<file path="src/rtl/esd_pkg.sv">
// Shared types, character codes, escape spellings and the sequencer program.
`default_nettype none

package esd_pkg;

    localparam int WinDepth  = 7;
    localparam int FormCount = 6;

    typedef logic [7:0] t_byte;
    typedef logic [2:0] t_count;
    typedef logic [1:0] t_step;

    typedef enum logic [1:0] {
        COND_ALWAYS,
        COND_IN_ACC,
        COND_DONE,
        COND_OUT_ACC
    } t_cond;

    typedef struct packed {
        logic  in_rdy;
        logic  load;
        logic  capture;
        logic  out_vld;
        logic  shift;
        t_cond cond;
        t_step jump_t;
        t_step jump_f;
    } t_ctrl;

    typedef struct packed {
        t_byte  dec_byte;
        t_count used;
    } t_dec;

    localparam t_step STEP_FETCH  = 2'd0;
    localparam t_step STEP_DECIDE = 2'd1;
    localparam t_step STEP_EMIT   = 2'd2;
    localparam t_step STEP_SPARE  = 2'd3;

    localparam t_ctrl PROGRAM [4] = '{
        '{1'b1, 1'b1, 1'b0, 1'b0, 1'b0, COND_IN_ACC,  STEP_DECIDE, STEP_FETCH},
        '{1'b0, 1'b0, 1'b1, 1'b0, 1'b0, COND_DONE,    STEP_FETCH,  STEP_EMIT},
        '{1'b0, 1'b0, 1'b0, 1'b1, 1'b1, COND_OUT_ACC, STEP_DECIDE, STEP_EMIT},
        '{1'b0, 1'b0, 1'b0, 1'b0, 1'b0, COND_ALWAYS,  STEP_FETCH,  STEP_FETCH}
    };

    localparam t_byte CH_BSL   = 8'h5C;
    localparam t_byte CH_ESC   = 8'h1B;
    localparam t_byte CH_N     = 8'h6E;
    localparam t_byte CH_R     = 8'h72;
    localparam t_byte CH_T     = 8'h74;
    localparam t_byte CH_B     = 8'h62;
    localparam t_byte CH_F     = 8'h66;
    localparam t_byte CH_V     = 8'h76;
    localparam t_byte CH_QUOTE = 8'h22;
    localparam t_byte CH_SLASH = 8'h2F;
    localparam t_byte CH_U     = 8'h75;
    localparam t_byte CH_X     = 8'h78;
    localparam t_byte CH_0     = 8'h30;
    localparam t_byte CH_1     = 8'h31;
    localparam t_byte CH_3     = 8'h33;
    localparam t_byte CH_LF    = 8'h0A;
    localparam t_byte CH_CR    = 8'h0D;
    localparam t_byte CH_TAB   = 8'h09;
    localparam t_byte CH_BS    = 8'h08;
    localparam t_byte CH_FF    = 8'h0C;
    localparam t_byte CH_VT    = 8'h0B;
    localparam t_byte CH_NUL   = 8'h00;

    localparam t_byte FORMS [FormCount][WinDepth] = '{
        '{CH_BSL, CH_U,   CH_0, CH_0, CH_1,   CH_B,   CH_NUL},
        '{CH_BSL, CH_BSL, CH_U, CH_0, CH_0,   CH_1,   CH_B},
        '{CH_BSL, CH_0,   CH_3, CH_3, CH_NUL, CH_NUL, CH_NUL},
        '{CH_BSL, CH_BSL, CH_0, CH_3, CH_3,   CH_NUL, CH_NUL},
        '{CH_BSL, CH_X,   CH_1, CH_B, CH_NUL, CH_NUL, CH_NUL},
        '{CH_BSL, CH_BSL, CH_X, CH_1, CH_B,   CH_NUL, CH_NUL}
    };

    localparam t_count FORM_LEN [FormCount] = '{3'd6, 3'd7, 3'd4, 3'd5, 3'd4, 3'd5};

endpackage

`default_nettype wire

</file>
<file path="src/rtl/esd_if.sv">
// Handshake interfaces for the raw and decoded byte channels.
`default_nettype none

interface esd_in_if;
    logic          valid;
    logic          ready;
    esd_pkg::t_byte in_byte;
    logic          in_last;

    modport source (output valid, output in_byte, output in_last, input ready);
    modport sink   (input valid, input in_byte, input in_last, output ready);
endinterface

interface esd_out_if;
    logic          valid;
    logic          ready;
    esd_pkg::t_byte out_byte;
    logic          out_last;

    modport source (output valid, output out_byte, output out_last, input ready);
    modport sink   (input valid, input out_byte, input out_last, output ready);
endinterface

`default_nettype wire

</file>
<file path="src/rtl/escape_sequence_decoder_top.sv">
// Backslash escape decoder top level: microcoded sequencer and lookahead window.
// Items are loaded in fetch; decide captures a result, held in emit until taken.
// A new item is taken only in fetch, once decide finds no more to emit; the
// three-step program (fetch, decide, emit) handles one decision per pass.
// Reset: synchronous, active low; clears the step counter and the pending count.
`default_nettype none

module escape_sequence_decoder_top (
    input  logic       i_clk,
    input  logic       i_rst_n,
    esd_in_if.sink     i_in,
    esd_out_if.source  o_out
);
    import esd_pkg::*;

    t_byte  r_win [WinDepth];
    t_byte  n_win [WinDepth];
    t_count r_count;
    t_count n_count;
    t_step  r_step;
    t_step  n_step;
    logic   r_last;
    t_byte  r_out_byte;
    logic   r_out_last;
    t_count r_used;
    t_ctrl  ctrl;
    logic   cond_hit;
    t_dec   dec;

    esd_decide u_decide (
        .i_win   (r_win),
        .i_avail (r_count),
        .i_last  (r_last),
        .o_dec   (dec)
    );

    assign ctrl = PROGRAM[r_step];

    always_comb begin
        unique case (ctrl.cond)
            COND_ALWAYS:  cond_hit = 1'b1;
            COND_IN_ACC:  cond_hit = i_in.valid;
            COND_DONE:    cond_hit = (r_count == 3'd0) || (dec.used == 3'd0);
            COND_OUT_ACC: cond_hit = o_out.ready;
            default:      cond_hit = 1'b1;
        endcase
    end

    always_comb begin
        n_step = cond_hit ? ctrl.jump_t : ctrl.jump_f;
    end

    always_comb begin
        i_in.ready     = ctrl.in_rdy;
        o_out.valid    = ctrl.out_vld;
        o_out.out_byte = r_out_byte;
        o_out.out_last = r_out_last;
    end

    always_comb begin
        logic [3:0] idx;
        idx     = 4'd0;
        n_win   = r_win;
        n_count = r_count;
        if (ctrl.load && cond_hit) begin
            n_win[r_count] = i_in.in_byte;
            n_count        = r_count + 3'd1;
        end
        if (ctrl.shift && cond_hit) begin
            for (int i = 0; i < WinDepth; i++) begin
                idx = 4'(i) + {1'b0, r_used};
                if (idx < 4'(WinDepth)) begin
                    n_win[i] = r_win[idx[2:0]];
                end
            end
            n_count = r_count - r_used;
        end
    end

    always_ff @(posedge i_clk) begin
        if (!i_rst_n) begin
            r_step  <= STEP_FETCH;
            r_count <= 3'd0;
        end else begin
            r_step  <= n_step;
            r_count <= n_count;
        end
    end

    always_ff @(posedge i_clk) begin
        r_win <= n_win;
        if (ctrl.load && cond_hit) begin
            r_last <= i_in.in_last;
        end
        if (ctrl.capture) begin
            r_out_byte <= dec.dec_byte;
            r_used     <= dec.used;
            r_out_last <= r_last && (r_count == dec.used);
        end
    end

endmodule

`default_nettype wire

</file>
<file path="src/rtl/esd_decide.sv">
// Escape match and decode decision on the head of the lookahead window.
`default_nettype none

module esd_decide (
    input  esd_pkg::t_byte  i_win [esd_pkg::WinDepth],
    input  esd_pkg::t_count i_avail,
    input  logic            i_last,
    output esd_pkg::t_dec   o_dec
);
    import esd_pkg::*;

    logic [WinDepth-1:0] eq   [FormCount];
    logic [WinDepth:0]   pre  [FormCount];
    logic [FormCount-1:0] full;
    logic [FormCount-1:0] part;
    logic                simple_hit;
    t_byte               simple_byte;

    always_comb begin
        for (int k = 0; k < FormCount; k++) begin
            pre[k][0] = 1'b1;
            for (int j = 0; j < WinDepth; j++) begin
                eq[k][j]    = (i_win[j] == FORMS[k][j]);
                pre[k][j+1] = pre[k][j] & eq[k][j];
            end
            full[k] = (i_avail >= FORM_LEN[k]) && pre[k][FORM_LEN[k]];
            part[k] = (i_avail < FORM_LEN[k]) && pre[k][i_avail];
        end
    end

    always_comb begin
        simple_hit  = 1'b1;
        simple_byte = CH_BSL;
        unique case (i_win[1])
            CH_N:     simple_byte = CH_LF;
            CH_R:     simple_byte = CH_CR;
            CH_T:     simple_byte = CH_TAB;
            CH_B:     simple_byte = CH_BS;
            CH_F:     simple_byte = CH_FF;
            CH_V:     simple_byte = CH_VT;
            CH_BSL:   simple_byte = CH_BSL;
            CH_QUOTE: simple_byte = CH_QUOTE;
            CH_SLASH: simple_byte = CH_SLASH;
            default:  simple_hit  = 1'b0;
        endcase
    end

    always_comb begin
        logic found;
        found          = 1'b0;
        o_dec.dec_byte = CH_BSL;
        o_dec.used     = 3'd1;
        if (i_win[0] != CH_BSL) begin
            o_dec.dec_byte = i_win[0];
        end else begin
            for (int k = 0; k < FormCount; k++) begin
                if (!found) begin
                    if (full[k]) begin
                        o_dec.dec_byte = CH_ESC;
                        o_dec.used     = FORM_LEN[k];
                        found          = 1'b1;
                    end else if (part[k] && !i_last) begin
                        o_dec.used = 3'd0;
                        found      = 1'b1;
                    end
                end
            end
            if (!found) begin
                if (i_avail < 3'd2) begin
                    if (!i_last) begin
                        o_dec.used = 3'd0;
                    end
                end else if (simple_hit) begin
                    o_dec.dec_byte = simple_byte;
                    o_dec.used     = 3'd2;
                end
            end
        end
    end

endmodule

`default_nettype wire

</file>
<file path="src/flat_wrapper.sv">
// flat-port wrapper written by rule: the top's interface ports become plain ports
module escape_sequence_decoder_top_flat import esd_pkg::*;
  (i_clk, i_rst_n, i_in_valid, i_in_in_byte, i_in_in_last, i_in_ready, o_out_valid, o_out_out_byte, o_out_out_last, o_out_ready);
  esd_in_if i_in_i ();
  esd_out_if o_out_i ();
  input  logic i_clk;
  input  logic i_rst_n;
  input wire logic [$bits(i_in_i.valid)-1:0] i_in_valid;
  input wire logic [$bits(i_in_i.in_byte)-1:0] i_in_in_byte;
  input wire logic [$bits(i_in_i.in_last)-1:0] i_in_in_last;
  output wire logic [$bits(i_in_i.ready)-1:0] i_in_ready;
  output wire logic [$bits(o_out_i.valid)-1:0] o_out_valid;
  output wire logic [$bits(o_out_i.out_byte)-1:0] o_out_out_byte;
  output wire logic [$bits(o_out_i.out_last)-1:0] o_out_out_last;
  input wire logic [$bits(o_out_i.ready)-1:0] o_out_ready;
  assign i_in_i.valid = i_in_valid;
  assign i_in_i.in_byte = i_in_in_byte;
  assign i_in_i.in_last = i_in_in_last;
  assign i_in_ready = i_in_i.ready;
  assign o_out_valid = o_out_i.valid;
  assign o_out_out_byte = o_out_i.out_byte;
  assign o_out_out_last = o_out_i.out_last;
  assign o_out_i.ready = o_out_ready;
  escape_sequence_decoder_top u_core (.i_clk(i_clk), .i_rst_n(i_rst_n), .i_in(i_in_i), .o_out(o_out_i));
endmodule
</file>
<file path="config.mk">
export PLATFORM = sky130hd
export DESIGN_NAME = escape_sequence_decoder_top_flat
export DESIGN_NICKNAME = d
export VERILOG_FILES = /design/src/rtl/esd_pkg.sv /design/src/rtl/esd_if.sv /design/src/rtl/escape_sequence_decoder_top.sv /design/src/rtl/esd_decide.sv /design/src/flat_wrapper.sv
export SDC_FILE = /design/constraint.sdc
export NUM_CORES = 1
export LEC_CHECK = 0
export ABC_AREA = 0
export BUFFER_PORTS_ARGS = -buffer_cell sky130_fd_sc_hd__buf_2
export CAP_MARGIN = 20
export CELL_PAD_IN_SITES_DETAIL_PLACEMENT = 1
export CELL_PAD_IN_SITES_GLOBAL_PLACEMENT = 1
export CORE_MARGIN = 2
export CORE_UTILIZATION = 50
export DETAILED_ROUTE_END_ITERATION = 6
export PLACE_DENSITY = 0.79
export SYNTH_ARGS = -nofsm -noshare
export SYNTH_HDL_FRONTEND = slang
export SYNTH_SLANG_ARGS = --single-unit
</file>
<file path="constraint.sdc">
create_clock -name i_clk -period 5.2 [get_ports i_clk]
set_clock_uncertainty 0.05 [all_clocks]
set_input_delay 0.52 -clock i_clk [delete_from_list [all_inputs] [get_ports i_clk]]
set_output_delay 0.52 -clock i_clk [all_outputs]
set_load 0.02 [all_outputs]
</file>
==> summary.md <==
| Metric | Value |
|---|---|
| Status | finished clean |
| Vias in the first global route | 6115 |
| Comb pwr share | 0.542 |
| Htree depth | 3 |
| Pre-antenna DRT Iters | 5 |
| Vias/cell | 7.08 |
| Final min period | 4.72 ns |
| Final WS setup | 0.477 ns |
| # setup viols final | 0 |
| Yosys reg bits | 74 |
| Sequential area share after synthesis | 0.244 |
| Antenna cell count | 0 |
| CP Launch Type | register |
| First DRT Iteration DRCs | 574 |
| Final Hold Fails | 0 |
| Largest net degree at the start of global routing | 55 |
| Switching power total | 2040 uW |
| First-pass GRT wire length | 36.5 mm |
| Initial Util | 0.518 |
| Peak supply drop | 0.276 mV |
| Total CTS buffers | 9 |
| Async SR Flop Fraction | 0 |
| Die Span Y | 119 um |
| Clk slew on worst S/H paths | 0.06 ns |
| Area grow syn2layout | 7.65% |
| Total GRT Usage | 0.342 |
| Synth Flop Type | dfxtp_1 |
| Clock Power Share | 0.143 |
| EDFF count, synth | 13 |
| Crit end category | register |
| Routability cong. | 1.00 |
| Max_slew headroom | 0.361 |
| Max cap viols | 0 |
| TritonCTS clock tree | done |
| Path category of the worst min-delay check | in -> reg |
| Total gr overflow | 0 |
| Leakage Power | 0.00296 uW |
| Antenna violations before repair | 0 |
| Pwr Total | 4280 uW |
| Fin. max-slew vios | 0 |
| Post-CTS sizing | 0 |
| Crit path to | u_core.r_win[18] |
| P_int | 2250 uW |
| Synthesized area | 6590 um2 |
| Switching Share | 0.476 |
| Hold Buf Count CTS | 0 |
| Distinct cells, synth | 76 |
| Syn_area_per_cell | 9.49 um2 |
| Pre-CTS WS | 0.549 ns |
| Filler cell count | 1465 |
| Syn Nets | 724 |
| FP Rows | 41 |
| RSZ-0062 raised after global routing | no |
| Share of cells above drive strength 1 | 0.186 |
| Final TNS setup | 0 ns |
| Reg-to-reg startpoint | u_core.r_win[46] |
| DR vias | 6158 |
| WL per Instance | 27.2 um |
| Area taken by multi-input logic gates | 4690 um2 |
| Post-DP HPWL | 16.9 mm |
| Port Buffers | 23 |
| Drt drc | 0 |
| Worst R2R End | u_core.r_win[18] |
| Die area | 14100 um2 |
| Routed Antenna Nets | 0 |
| Clock Path Buffers | 2 |
| PD cells | 603 nW/um2 |
| Post-Route WL | 23.7 mm |
| Postcts setup bufs | 0 |
| Clk_lat worst skew | 0.35 ns |
| Critical Path Start | u_core.r_win[46] |
| Sequential power share | 0.315 |
| Core area | 12700 um2 |
| Actual slew at the worst max-slew pin | 0.945 ns |
| R2R cell count | 11 |
| Die Wd | 119 um |
| Final period util | 0.908 |
| Sequential cell area | 1610 um2 |
| Hold Path Depth | 1 |
| Nets | 722 |
| Synth warn | 0 |
| Critical path class | reg -> reg |
| # IOs | 24 |
| Required time worst endpoint | 5.36 ns |
| R2R setup slack | 0.48 ns |
| Max Clk Rate | 212 MHz |
| Data arrival, critical path | 4.88 ns |
| Crit Path Max Fanout | 15 |
| Mapped Cells | 695 |
| Root Driver | clkbuf_16 |
| Sink Count | 74 |
==> placed cells by master, fill, tap and decap left out, types with 4 or more instances in the layout <==
| cell type | Yosys | routed |
|---|---|---|
| a22oi_1 | 10 | 10 |
| a211oi_1 | 10 | 10 |
| o211a_1 | 4 | 4 |
| a21oi_1 | 27 | 27 |
| o22ai_1 | 8 | 8 |
| mux2i_1 | 113 | 113 |
| a221o_1 | 9 | 9 |
| nor2_1 | 39 | 39 |
| dfxtp_1 | 61 | 61 |
| buf_4 | 1 | 17 |
| and3_1 | 5 | 5 |
| nor4bb_1 | 7 | 7 |
| nand2_1 | 62 | 62 |
| nand3_1 | 7 | 7 |
| nand2b_1 | 7 | 7 |
| clkbuf_16 | 0 | 9 |
| mux2_2 | 24 | 24 |
| buf_2 | 2 | 23 |
| mux4_2 | 28 | 28 |
| or4bb_1 | 7 | 7 |
| or3_1 | 5 | 5 |
| nand4_1 | 6 | 6 |
| ha_1 | 15 | 15 |
| o31ai_1 | 4 | 4 |
| mux4_1 | 4 | 4 |
| and2_1 | 5 | 5 |
| inv_1 | 16 | 16 |
| edfxtp_1 | 13 | 13 |
| nor4_1 | 5 | 5 |
| o21ai_0 | 50 | 50 |
| or2_2 | 4 | 4 |
| nor2b_1 | 8 | 8 |
| nor3_1 | 9 | 9 |
==> worst min path at each step <==
stage                  endpoint  slack, ns             start
4_1_cts           u_core.r_last       0.29      i_in_in_last
3_5_place_dp   u_core.r_win[21]       0.54  u_core.r_win[21]
3_3_place_gp   u_core.r_win[23]       0.53  u_core.r_win[23]
2_1_floorplan   u_core.r_win[5]       0.50   u_core.r_win[5]
5_1_grt           u_core.r_last       0.29      i_in_in_last
6_report          u_core.r_last       0.30      i_in_in_last
==> power by group through the flow <==
| stage | sequential (uW) | combinational [uW] | clock, uW |
|---|---|---|---|
| global placement | 1290 | 2170 | 0 |
| CTS | 1320 | 2280 | 611 |
| detailed placement | 1320 | 2260 | 0 |
| floorplan | 1120 | 1710 | 0 |
| global route | 1370 | 2480 | 638 |
| finish | 1350 | 2320 | 611 |
==> state kept, by name, summed over array words and instances (netlist names) <==
signal / flops
u_core.r_used: 3
u_core.r_count: 3
u_core.r_step: 2
u_core.r_win: 56
u_core.r_last: 1
u_core.o_out.out_byte: 8
u_core.o_out.out_last: 1
==> critical path: stages (launching register included) <==
cell and delay, ns:
dfxtp_1 0.65, nor4bb_1 0.65, nand4_1 0.29, a2111oi_0 0.50
o211a_1 0.22, a211oi_1 0.06, a2111o_1 0.45, a2111oi_4 0.43
buf_4 0.30, o211a_1 0.60, mux2i_1 0.28, a21oi_1 0.09
==> kinds of logic (layout without fill, tap and decap cells) <==
| logic type | Yosys count | count (layout) | share of synthesized area |
|---|---|---|---|
| AO/OA/AOI/OAI | 162 | 162 | 0.181 |
| flip-flops | 74 | 74 | 0.244 |
| XOR/XNOR | 5 | 5 | 0.00664 |
| buffers and inverters | 70 | 73 | 0.0454 |
| AND/OR/NAND/NOR | 199 | 199 | 0.167 |
| adder cells (fa/ha/maj) | 16 | 16 | 0.0315 |
| multiplexers | 169 | 169 | 0.324 |
==> per-stage QoR <==
stage / cells / util / hold WS, ns / cell area, um2
after floorplan: 695 / - / 0.496 / 6590
after global placement: 854 / 0.536 / 0.526 / 6820
after detailed placement: 854 / 0.536 / 0.544 / 6820
after CTS: 870 / 0.558 / 0.293 / 7090
after global routing: 870 / 0.558 / 0.294 / 7100
final: 870 / 0.558 / 0.297 / 7100
==> metal layers <==
layer | track usage | wire (um)
met4 | 0.188 | 1030
met2 | 0.534 | 10900
met1 | 0.455 | 9630
met3 | 0.0493 | 2130
met5 | 0 | 0
==> cell type report <==
| class | instances | share of cell area |
|---|---|---|
| Clock inverter | 6 | 0.00529 |
| Timing Repair Buffer | 40 | 0.0342 |
| Tap cell | 172 | 0.0303 |
| Multi-Input combinational cell | 551 | 0.660 |
| Inverter | 17 | 0.00899 |
| Sequential cell | 74 | 0.227 |
| Clock buffer | 10 | 0.0337 |
==> synth_stat cells, types with 9 or more instances <==
| cell type | n | area [um2] |
|---|---|---|
| a211oi_1 | 10 | 75.1 |
| a21oi_1 | 27 | 135 |
| a221o_1 | 9 | 90.1 |
| a22oi_1 | 10 | 75.1 |
| buf_1 | 12 | 45.0 |
| clkbuf_1 | 34 | 128 |
| dfxtp_1 | 61 | 1220 |
| edfxtp_1 | 13 | 390 |
| ha_1 | 15 | 188 |
| inv_1 | 16 | 60.1 |
| mux2_2 | 24 | 270 |
| mux2i_1 | 113 | 1130 |
| mux4_2 | 28 | 631 |
| nand2_1 | 62 | 233 |
| nor2_1 | 39 | 146 |
| nor3_1 | 9 | 45.0 |
| o21ai_0 | 50 | 250 |
(Power assumes the default switching activity.)
